File: config.mk
export PLATFORM = sky130hd
export DESIGN_NAME = word_tokenizer_hasher
export DESIGN_NICKNAME = d
export VERILOG_FILES = /design/src/hdl/wth_pkg.sv /design/src/hdl/word_tokenizer_hasher.sv /design/src/hdl/wth_mod_unit.sv
export SDC_FILE = /design/constraint.sdc
export NUM_CORES = 1
export LEC_CHECK = 0
export BUFFER_PORTS_ARGS = -buffer_cell sky130_fd_sc_hd__buf_2
export CAP_MARGIN = 20
export CORE_MARGIN = 8
export CORE_UTILIZATION = 30
export DETAILED_ROUTE_END_ITERATION = 10
export SYNTH_ARGS = -nofsm -noshare
export SYNTH_HDL_FRONTEND = slang
export SYNTH_SLANG_ARGS = --single-unit
File: constraint.sdc
create_clock -name clk -period 9.8 [get_ports clk]
set_input_delay 1.96 -clock clk [delete_from_list [all_inputs] [get_ports clk]]
set_output_delay 1.96 -clock clk [all_outputs]
set_load 0.005 [all_outputs]
File: src/hdl/wth_pkg.sv
package wth_pkg;

  localparam int BYTE_W    = 8;
  localparam int HASH_W    = 32;
  localparam int LEN_W     = 7;
  localparam int FIELDS_W  = 3 * HASH_W + LEN_W;
  localparam int DATA_W    = ((FIELDS_W + 7) / 8) * 8;
  localparam int PAD_W     = DATA_W - FIELDS_W;
  localparam int DIV_CNT_W = $clog2(HASH_W);

  localparam logic STATUS_OK       = 1'b0;
  localparam logic STATUS_TOO_LONG = 1'b1;

  // Word separators: space , . ' ! ? - _ # : ; ( ) { } [ ] < > newline tab
  function automatic logic is_delim(input logic [BYTE_W-1:0] b);
    logic d;
    case (b) inside
      8'h20, 8'h2c, 8'h2e, 8'h27, 8'h21, 8'h3f, 8'h2d, 8'h5f, 8'h23, 8'h3a, 8'h3b,
      8'h28, 8'h29, 8'h7b, 8'h7d, 8'h5b, 8'h5d, 8'h3c, 8'h3e, 8'h0a, 8'h09: d = 1'b1;
      default: d = 1'b0;
    endcase
    return d;
  endfunction

  // hash * 16777620 + sign-extended lowercased byte; 16777620 = 2^24 + 2^8 + 2^7 + 2^4 + 2^2
  function automatic logic [HASH_W-1:0] hash_step(input logic [HASH_W-1:0] h,
                                                  input logic [BYTE_W-1:0] b);
    logic [BYTE_W-1:0] lc;
    logic [HASH_W-1:0] add;
    lc = b;
    if (b >= 8'h41 && b <= 8'h5a) begin
      lc = b + 8'h20;
    end
    add = {{(HASH_W - BYTE_W){lc[BYTE_W-1]}}, lc};
    return (h << 24) + (h << 8) + (h << 7) + (h << 4) + (h << 2) + add;
  endfunction

endpackage

File: src/hdl/word_tokenizer_hasher.sv
// Word tokenizer and hasher. Text comes in one byte per beat on s_*, s_tlast marking end of
// text (which flushes a pending word and restarts word numbering). Words are split at space,
// newline, tab and , . ' ! ? - _ # : ; ( ) { } [ ] < >; letters are lowercased and hashed as
// hash*16777620 + byte (bytes above 127 sign-extended). Each finished word gives one beat on
// m_* with its hash, bucket index ((hash+bucket_count) mod 2^32) mod bucket_count, length and
// word number; a word reaching WORD_LIMIT bytes gives one too-long beat (m_tuser high, fields
// zero but the word number) and the rest of it is skipped. A byte that ends a word stalls the
// input: the bucket index comes from a bit-serial remainder unit, one bit per cycle over all
// 32 hash bits, and the block takes no byte until the result is in the output register. A
// too-long result or a zero bucket_count skips the remainder unit. The user must write
// bucket_count on cfg_* only while idle; the block itself does not enforce this.
module word_tokenizer_hasher #(
  parameter int WORD_LIMIT = 128
) (
  input  logic                        clk,
  input  logic                        rst,
  input  logic                        s_tvalid,
  output logic                        s_tready,
  input  logic [wth_pkg::BYTE_W-1:0]  s_tdata,   // text_byte
  input  logic                        s_tlast,   // end_of_text
  output logic                        m_tvalid,
  input  logic                        m_tready,
  // word_hash[31:0], bucket_index[63:32], word_length[70:64], word_number[102:71], zero pad
  output logic [wth_pkg::DATA_W-1:0]  m_tdata,
  output logic                        m_tuser,   // status
  input  logic                        cfg_valid,
  output logic                        cfg_ready,
  input  logic [wth_pkg::HASH_W-1:0]  cfg_data   // bucket_count
);
  import wth_pkg::*;

  localparam int              CNT_W   = $clog2(WORD_LIMIT);
  localparam logic [CNT_W-1:0] CNT_MAX = CNT_W'(WORD_LIMIT - 1);

  localparam logic [1:0] ST_IDLE = 2'd0;
  localparam logic [1:0] ST_DIV  = 2'd1;
  localparam logic [1:0] ST_LOAD = 2'd2;

  logic [1:0]        state;
  logic [1:0]        state_next;
  logic [HASH_W-1:0] bucket_count;
  logic [HASH_W-1:0] running_hash;
  logic [HASH_W-1:0] running_hash_next;
  logic [CNT_W-1:0]  letters;
  logic [CNT_W-1:0]  letters_next;
  logic              skipping;
  logic              skipping_next;
  logic [HASH_W-1:0] words_emitted;
  logic [HASH_W-1:0] words_emitted_next;

  logic              pend_status;
  logic [HASH_W-1:0] pend_hash;
  logic [HASH_W-1:0] pend_idx;
  logic [LEN_W-1:0]  pend_len;
  logic [HASH_W-1:0] pend_num;

  logic              accept;
  logic              emit;
  logic              emit_long;
  logic              div_start;
  logic              div_busy;
  logic              div_done;
  logic [HASH_W-1:0] div_rem;
  logic              out_free;

  assign accept    = s_tvalid && s_tready;
  assign s_tready  = (state == ST_IDLE);
  assign cfg_ready = 1'b1;
  assign out_free  = !m_tvalid || m_tready;
  assign div_start = accept && emit && (bucket_count != '0);

  always_comb begin
    running_hash_next  = running_hash;
    letters_next       = letters;
    skipping_next      = skipping;
    words_emitted_next = words_emitted;
    emit               = 1'b0;
    emit_long          = 1'b0;
    if (accept) begin
      if (s_tlast) begin
        emit               = (letters != '0) && !skipping;
        running_hash_next  = '0;
        letters_next       = '0;
        skipping_next      = 1'b0;
        words_emitted_next = '0;
      end else if (is_delim(s_tdata)) begin
        if (skipping) begin
          running_hash_next = '0;
          letters_next      = '0;
          skipping_next     = 1'b0;
        end else if (letters != '0) begin
          emit               = 1'b1;
          running_hash_next  = '0;
          letters_next       = '0;
          words_emitted_next = words_emitted + 1'b1;
        end
      end else if (!skipping) begin
        if (letters >= CNT_MAX) begin
          emit_long         = 1'b1;
          running_hash_next = '0;
          letters_next      = '0;
          skipping_next     = 1'b1;
        end else begin
          running_hash_next = hash_step(running_hash, s_tdata);
          letters_next      = letters + 1'b1;
        end
      end
    end
  end

  always_comb begin
    state_next = state;
    unique case (state)
      ST_IDLE: begin
        if (div_start) begin
          state_next = ST_DIV;
        end else if (accept && (emit || emit_long)) begin
          state_next = ST_LOAD;
        end
      end
      ST_DIV: begin
        if (div_done) begin
          state_next = ST_LOAD;
        end
      end
      ST_LOAD: begin
        if (out_free) begin
          state_next = ST_IDLE;
        end
      end
      default: state_next = ST_IDLE;
    endcase
  end

  always_ff @(posedge clk) begin
    if (rst) begin
      state         <= ST_IDLE;
      bucket_count  <= HASH_W'(32);
      running_hash  <= '0;
      letters       <= '0;
      skipping      <= 1'b0;
      words_emitted <= '0;
      m_tvalid      <= 1'b0;
    end else begin
      state         <= state_next;
      running_hash  <= running_hash_next;
      letters       <= letters_next;
      skipping      <= skipping_next;
      words_emitted <= words_emitted_next;
      if (cfg_valid && cfg_ready) begin
        bucket_count <= cfg_data;
      end
      if (state == ST_LOAD && out_free) begin
        m_tvalid <= 1'b1;
      end else if (m_tready) begin
        m_tvalid <= 1'b0;
      end
    end
  end

  always_ff @(posedge clk) begin
    if (accept && emit) begin
      pend_status <= STATUS_OK;
      pend_hash   <= running_hash;
      pend_len    <= LEN_W'(letters);
      pend_num    <= words_emitted;
      pend_idx    <= '0;
    end else if (accept && emit_long) begin
      pend_status <= STATUS_TOO_LONG;
      pend_hash   <= '0;
      pend_len    <= '0;
      pend_num    <= words_emitted;
      pend_idx    <= '0;
    end else if (div_done) begin
      pend_idx <= div_rem;
    end
    if (state == ST_LOAD && out_free) begin
      m_tdata <= {{PAD_W{1'b0}}, pend_num, pend_len, pend_idx, pend_hash};
      m_tuser <= pend_status;
    end
  end

  wth_mod_unit u_mod (
    .clk       (clk),
    .rst       (rst),
    .start     (div_start),
    .dividend  (running_hash + bucket_count),
    .divisor   (bucket_count),
    .busy      (div_busy),
    .done      (div_done),
    .remainder (div_rem)
  );

`ifndef SYNTH
  a_div_only_in_div: assert property (@(posedge clk) disable iff (rst)
    (div_busy || div_done) |-> state == ST_DIV)
    else $error("remainder unit active outside its state");

  a_skip_no_count: assert property (@(posedge clk) disable iff (rst)
    skipping |-> letters == '0 && running_hash == '0)
    else $error("skipped word kept hash or count");

  a_long_fields_zero: assert property (@(posedge clk) disable iff (rst)
    (m_tvalid && m_tuser == STATUS_TOO_LONG) |-> m_tdata[2*HASH_W+LEN_W-1:0] == '0)
    else $error("too-long result carries word data");

  a_idx_in_range: assert property (@(posedge clk) disable iff (rst)
    (m_tvalid && m_tuser == STATUS_OK && bucket_count != '0) |->
      m_tdata[2*HASH_W-1:HASH_W] < bucket_count)
    else $error("bucket index out of range");
`endif

endmodule

File: src/hdl/wth_mod_unit.sv
module wth_mod_unit (
  input  logic                        clk,
  input  logic                        rst,
  input  logic                        start,
  input  logic [wth_pkg::HASH_W-1:0]  dividend,
  input  logic [wth_pkg::HASH_W-1:0]  divisor,
  output logic                        busy,
  output logic                        done,
  output logic [wth_pkg::HASH_W-1:0]  remainder
);
  import wth_pkg::*;

  logic [HASH_W-1:0]    rem;
  logic [HASH_W-1:0]    dvd;
  logic [HASH_W-1:0]    dvs;
  logic [DIV_CNT_W-1:0] cnt;
  logic [HASH_W:0]      trial;
  logic [HASH_W:0]      diff;
  logic [HASH_W-1:0]    rem_next;

  // restoring remainder, one dividend bit per cycle
  always_comb begin
    trial    = {rem, dvd[HASH_W-1]};
    diff     = trial - {1'b0, dvs};
    rem_next = diff[HASH_W] ? trial[HASH_W-1:0] : diff[HASH_W-1:0];
  end

  always_ff @(posedge clk) begin
    if (rst) begin
      busy <= 1'b0;
      done <= 1'b0;
      cnt  <= '0;
    end else begin
      done <= 1'b0;
      if (start) begin
        busy <= 1'b1;
        cnt  <= DIV_CNT_W'(HASH_W - 1);
      end else if (busy) begin
        cnt <= cnt - 1'b1;
        if (cnt == '0) begin
          busy <= 1'b0;
          done <= 1'b1;
        end
      end
    end
  end

  always_ff @(posedge clk) begin
    if (start) begin
      rem <= '0;
      dvd <= dividend;
      dvs <= divisor;
    end else if (busy) begin
      rem <= rem_next;
      dvd <= dvd << 1;
    end
  end

  assign remainder = rem;

endmodule
==> results summary <==
The number of fillers in the final layout is 7371. Setup repair after global routing left no endpoint under its margin. The number of nets at the end of the flow came out at 2465. Compared with the post-synthesis result, the final layout area differs by 14.6%. Yosys attributes the largest share of cell area to edfxtp_1 32%, dfxtp_1 16%, fa_1 7.4%. Dividing the detail-routed wire length by the instance count gives 17.4 um.

The setup path with the least slack is of type primary input to register. The count of final hold-check violations is 0. The synthesized cell area is 22300 um^2. The standby leakage power came out at 10.5 nW. OpenSTA, run right after detailed placement, puts the worst setup slack at 1.86 ns. The most numerous cell on the critical path is inv_1.

By instance count, the leading cell after synthesis is edfxtp_1. The number of distinct library cell variants in the gate-level netlist after synthesis came out at 87. The largest clock skew in the final design came out at 0.0273 ns. Entering global routing, the biggest net connects 84 pins. The first-pass detailed-route iteration total is 5. The count of flip-flops with a built-in enable after synthesis is 239. The proportion of synthesized flip-flops having asynchronous set or reset came out at 0%. The number of antenna violations at the first check in global routing came out at 3. The min-delay analysis places its worst path in the category register to register. The final wirelength is 55900 um. The startpoint type of the worst setup path is a primary input.

The maximum operating frequency came out at 137 MHz. At the pin with the least slew margin, the transition time is 0.998 ns. For the worst setup path, the data arrival time is 7.79 ns. The area share of the leading cell type in the synthesized netlist came out at 32.1%. Pin placement for this block handled 154 I/O pins.

The total power per unit cell area came out at 256 nW/um^2. The die width is 289 um. Across the VDD grid, the largest voltage drop is 0.149 mV. The post-route netlist has 11.5% of its cells at a drive strength greater than 1.

Summed over all instances, the cell type with the most area after synthesis is edfxtp_1. The area of the die came out at 83500 um^2. The most common flop cell mapped by yosys is edfxtp_1.

The global-route wire length before repair came out at 89200 um. In this design, the stage delay of the slowest critical-path cell is 0.55 ns. The number of nets in the synthesized netlist came out at 2324. The initial utilization of the core area, before any placement, comes to 30.2%.

Together, buffers and inverters on the worst path number 5. The clock period minus worst slack came out at 7.28 ns. The number of setup violations in the final report came out at 0.

The area of the multi-input gates came out at 10500 um^2. The total of hold buffers inserted after clock tree synthesis is 0. The number of global-route vias before repair came to 15800.

The core footprint came out at 74100 um^2. The final weighted congestion in routability-driven placement is 0.890. The run finished with clean final reports. The critical path required time is 10.31 ns.

In the final timing run, aggregate negative setup slack is 0 ns. The floorplan step set the die height to 289 um. Among cell families on the critical path, the largest total delay comes from compound AO/OA/AOI/OAI gates. The remaining max-slew budget at the tightest pin is 33.5%. Sorting the synthesized cells by how often they occur yields 239 x edfxtp_1, 212 x inv_1, 179 x dfxtp_1. The placed wire-length estimate came out at 40900 um. The kind of end point of the critical path is a register.

The maximum net fanout on the critical path is 18. Counting the buffers created by CTS gives 45. Synthesis produced 2073 cells.

The vias per cell is 4.82. The worst path meets setup with 2.52 ns of slack. The total area of sequential cells is 10800 um^2. The initialized floorplan defines 100 standard-cell rows. The clock tree synthesis step divided the H-tree into 2 levels. In this run the clock root is driven by a clkbuf_16. The diode insertion count for antenna repair came out at 0. Max-cap violations in this run came to 0. After clock tree synthesis, the clock-pin slew on the worst setup and hold paths is 0.06 ns. The number of violations reported at the end of detailed-routing iteration 0 is 1027. The buffer depth of the longest clock path came out at 3. Post-CTS repair changed the size of 0 cells.

Global routing finished with a remaining overflow of 0. The number of sinks handled by clock tree synthesis came out at 418. The signal on the critical path passes through buf_2 -> or4_1 -> o22ai_1 -> nor4b_1 -> a21oi_1 -> buf_4 -> inv_1 -> ha_1 -> inv_1 -> fa_1 -> fa_1 -> inv_1 -> ha_1 -> and4_1 -> nand2_1 -> o31a_1 -> a221oi_1 -> o21ai_0 -> a2111oi_0 -> nor2_1 -> xor2_1 -> o21ai_0. The routed via count came out at 15500.

The number of warnings reported in the yosys synthesis log came out at 0. The residual DRC count came out at 0. The share of the cycle needed by the critical path after routing came out at 74.3%.

TritonCTS built the clock tree. The synthesized design contains 418 register bits. Global routing consumed, over all layers together, 13.3% of the routing resources. The number of buffers added on ports came out at 151.

The max-slew violation total from the final report came to 0. The remaining antenna violation count after routing is 0. The number of setup buffers added after CTS is 0. On the critical path, the stage with the largest delay is an instance of fa_1. The part of the Yosys area used for sequential elements came out at 48.2%. The average size of a mapped cell is 10.8 um^2.

The clock latency on the worst-skew pair came out at 0.59 ns.
logic make-up (layout without fill, tap and decap cells):
group | after synthesis | after routing | synth area share, %
other | 2 | 2 | 0.0336
flip-flops | 418 | 418 | 48.2
AO/OA/AOI/OAI | 434 | 434 | 12.4
XOR/XNOR | 108 | 108 | 4.23
AND/OR/NAND/NOR | 529 | 529 | 11.6
buffers and inverters | 285 | 463 | 5.16
multiplexers | 92 | 92 | 4.12
adder cells (fa/ha/maj) | 205 | 205 | 14.3
stage by stage:
stage / utilization [%] / hold WS, ns / instance area [um^2] / instances / power (W)
2_1_floorplan: - / 0.400 / 22300 / 2073 / 0.00433
3_3_place_gp: 32.5 / 0.404 / 24100 / 3135 / 0.00482
6_report: 34.6 / 0.414 / 25600 / 3220 / 0.00657
4_1_cts: 34.5 / 0.408 / 25600 / 3219 / 0.00663
3_5_place_dp: 32.5 / 0.405 / 24100 / 3135 / 0.00490
5_1_grt: 34.6 / 0.413 / 25600 / 3220 / 0.00706
registers in the layout (all words and copies together) (netlist names):
name	count
bucket_count	32
letters	7
m_tdata	103
m_tuser	1
m_tvalid	1
pend_hash	32
pend_idx	32
pend_len	7
pend_num	32
pend_status	1
running_hash	32
skipping	1
state	2
u_mod.busy	1
u_mod.cnt	5
u_mod.done	1
u_mod.dvd	32
u_mod.dvs	32
u_mod.remainder	32
words_emitted	32
where the power goes:
part / internal (W) / switching, W / leakage [nW] / total (W)
clock: 0.000968 / 0.000733 / 0.718 / 0.00170
sequential: 0.00200 / 0.000209 / 3.72 / 0.00221
combinational: 0.00115 / 0.00151 / 6.05 / 0.00266
total: 0.00412 / 0.00245 / 10.5 / 0.00657
cell usage in the layout (no fill, tap or decap), drive strengths merged, types with 10 or more instances in the layout:
cell	count
a211oi	16
edfxtp	239
fa	83
a21o	45
nand2	112
o21ai	115
mux2i	92
nor3	34
nor4	17
nor2	162
nand3	44
nand4	17
or3	15
xnor2	68
o21a	14
a21oi	146
and3	10
and2	50
dfxtp	179
nand2b	15
buf	166
inv	215
ha	122
clkbuf	63
clkinv	16
xor2	40
nor2b	23
final cells by class:
type                       instances  area share [%]
clock buffer                      63            4.78
clock inverter                    21           0.972
inverter                         213            3.12
multi-input combinational       1370            40.9
sequential                       418            42.0
tap                              969            4.73
timing repair buffer             166            3.47
worst register-to-register path, cell delays in order (launching register included):
cell and delay (ns):
dfxtp_1 0.83, fa_1 0.55, inv_1 0.09, fa_1 0.41, fa_1 0.54, inv_1 0.04, ha_1 0.37, and4_1 0.23
nand2_1 0.05, o31a_1 0.33, a221oi_1 0.37, o21ai_0 0.24, a2111oi_0 0.42, nor2_1 0.10, xor2_1 0.15, o21ai_0 0.12
metal layers:
layer | wire length (um) | up-vias | part of all wire, % | global-route usage, %
met5 | 0 | - | 0 | 0
met4 | 1580 | 0 | 2.8 | 4.36
met3 | 2550 | 94 | 4.6 | 2.12
met2 | 27000 | 330 | 48 | 23.1
met1 | 24800 | 7525 | 44 | 16.8
li1 | - | 7582 | - | -
final timing paths:
check	from	end	slack, ns	cells after the start
min	pend_len[3]	m_tdata[67]	0.41	0
max reg2reg	running_hash[4]	running_hash[30]	4.88	15
max	s_tdata[4]	running_hash[30]	2.52	22
min reg2reg	pend_len[3]	m_tdata[67]	0.41	0
(Power assumes the default switching activity.)
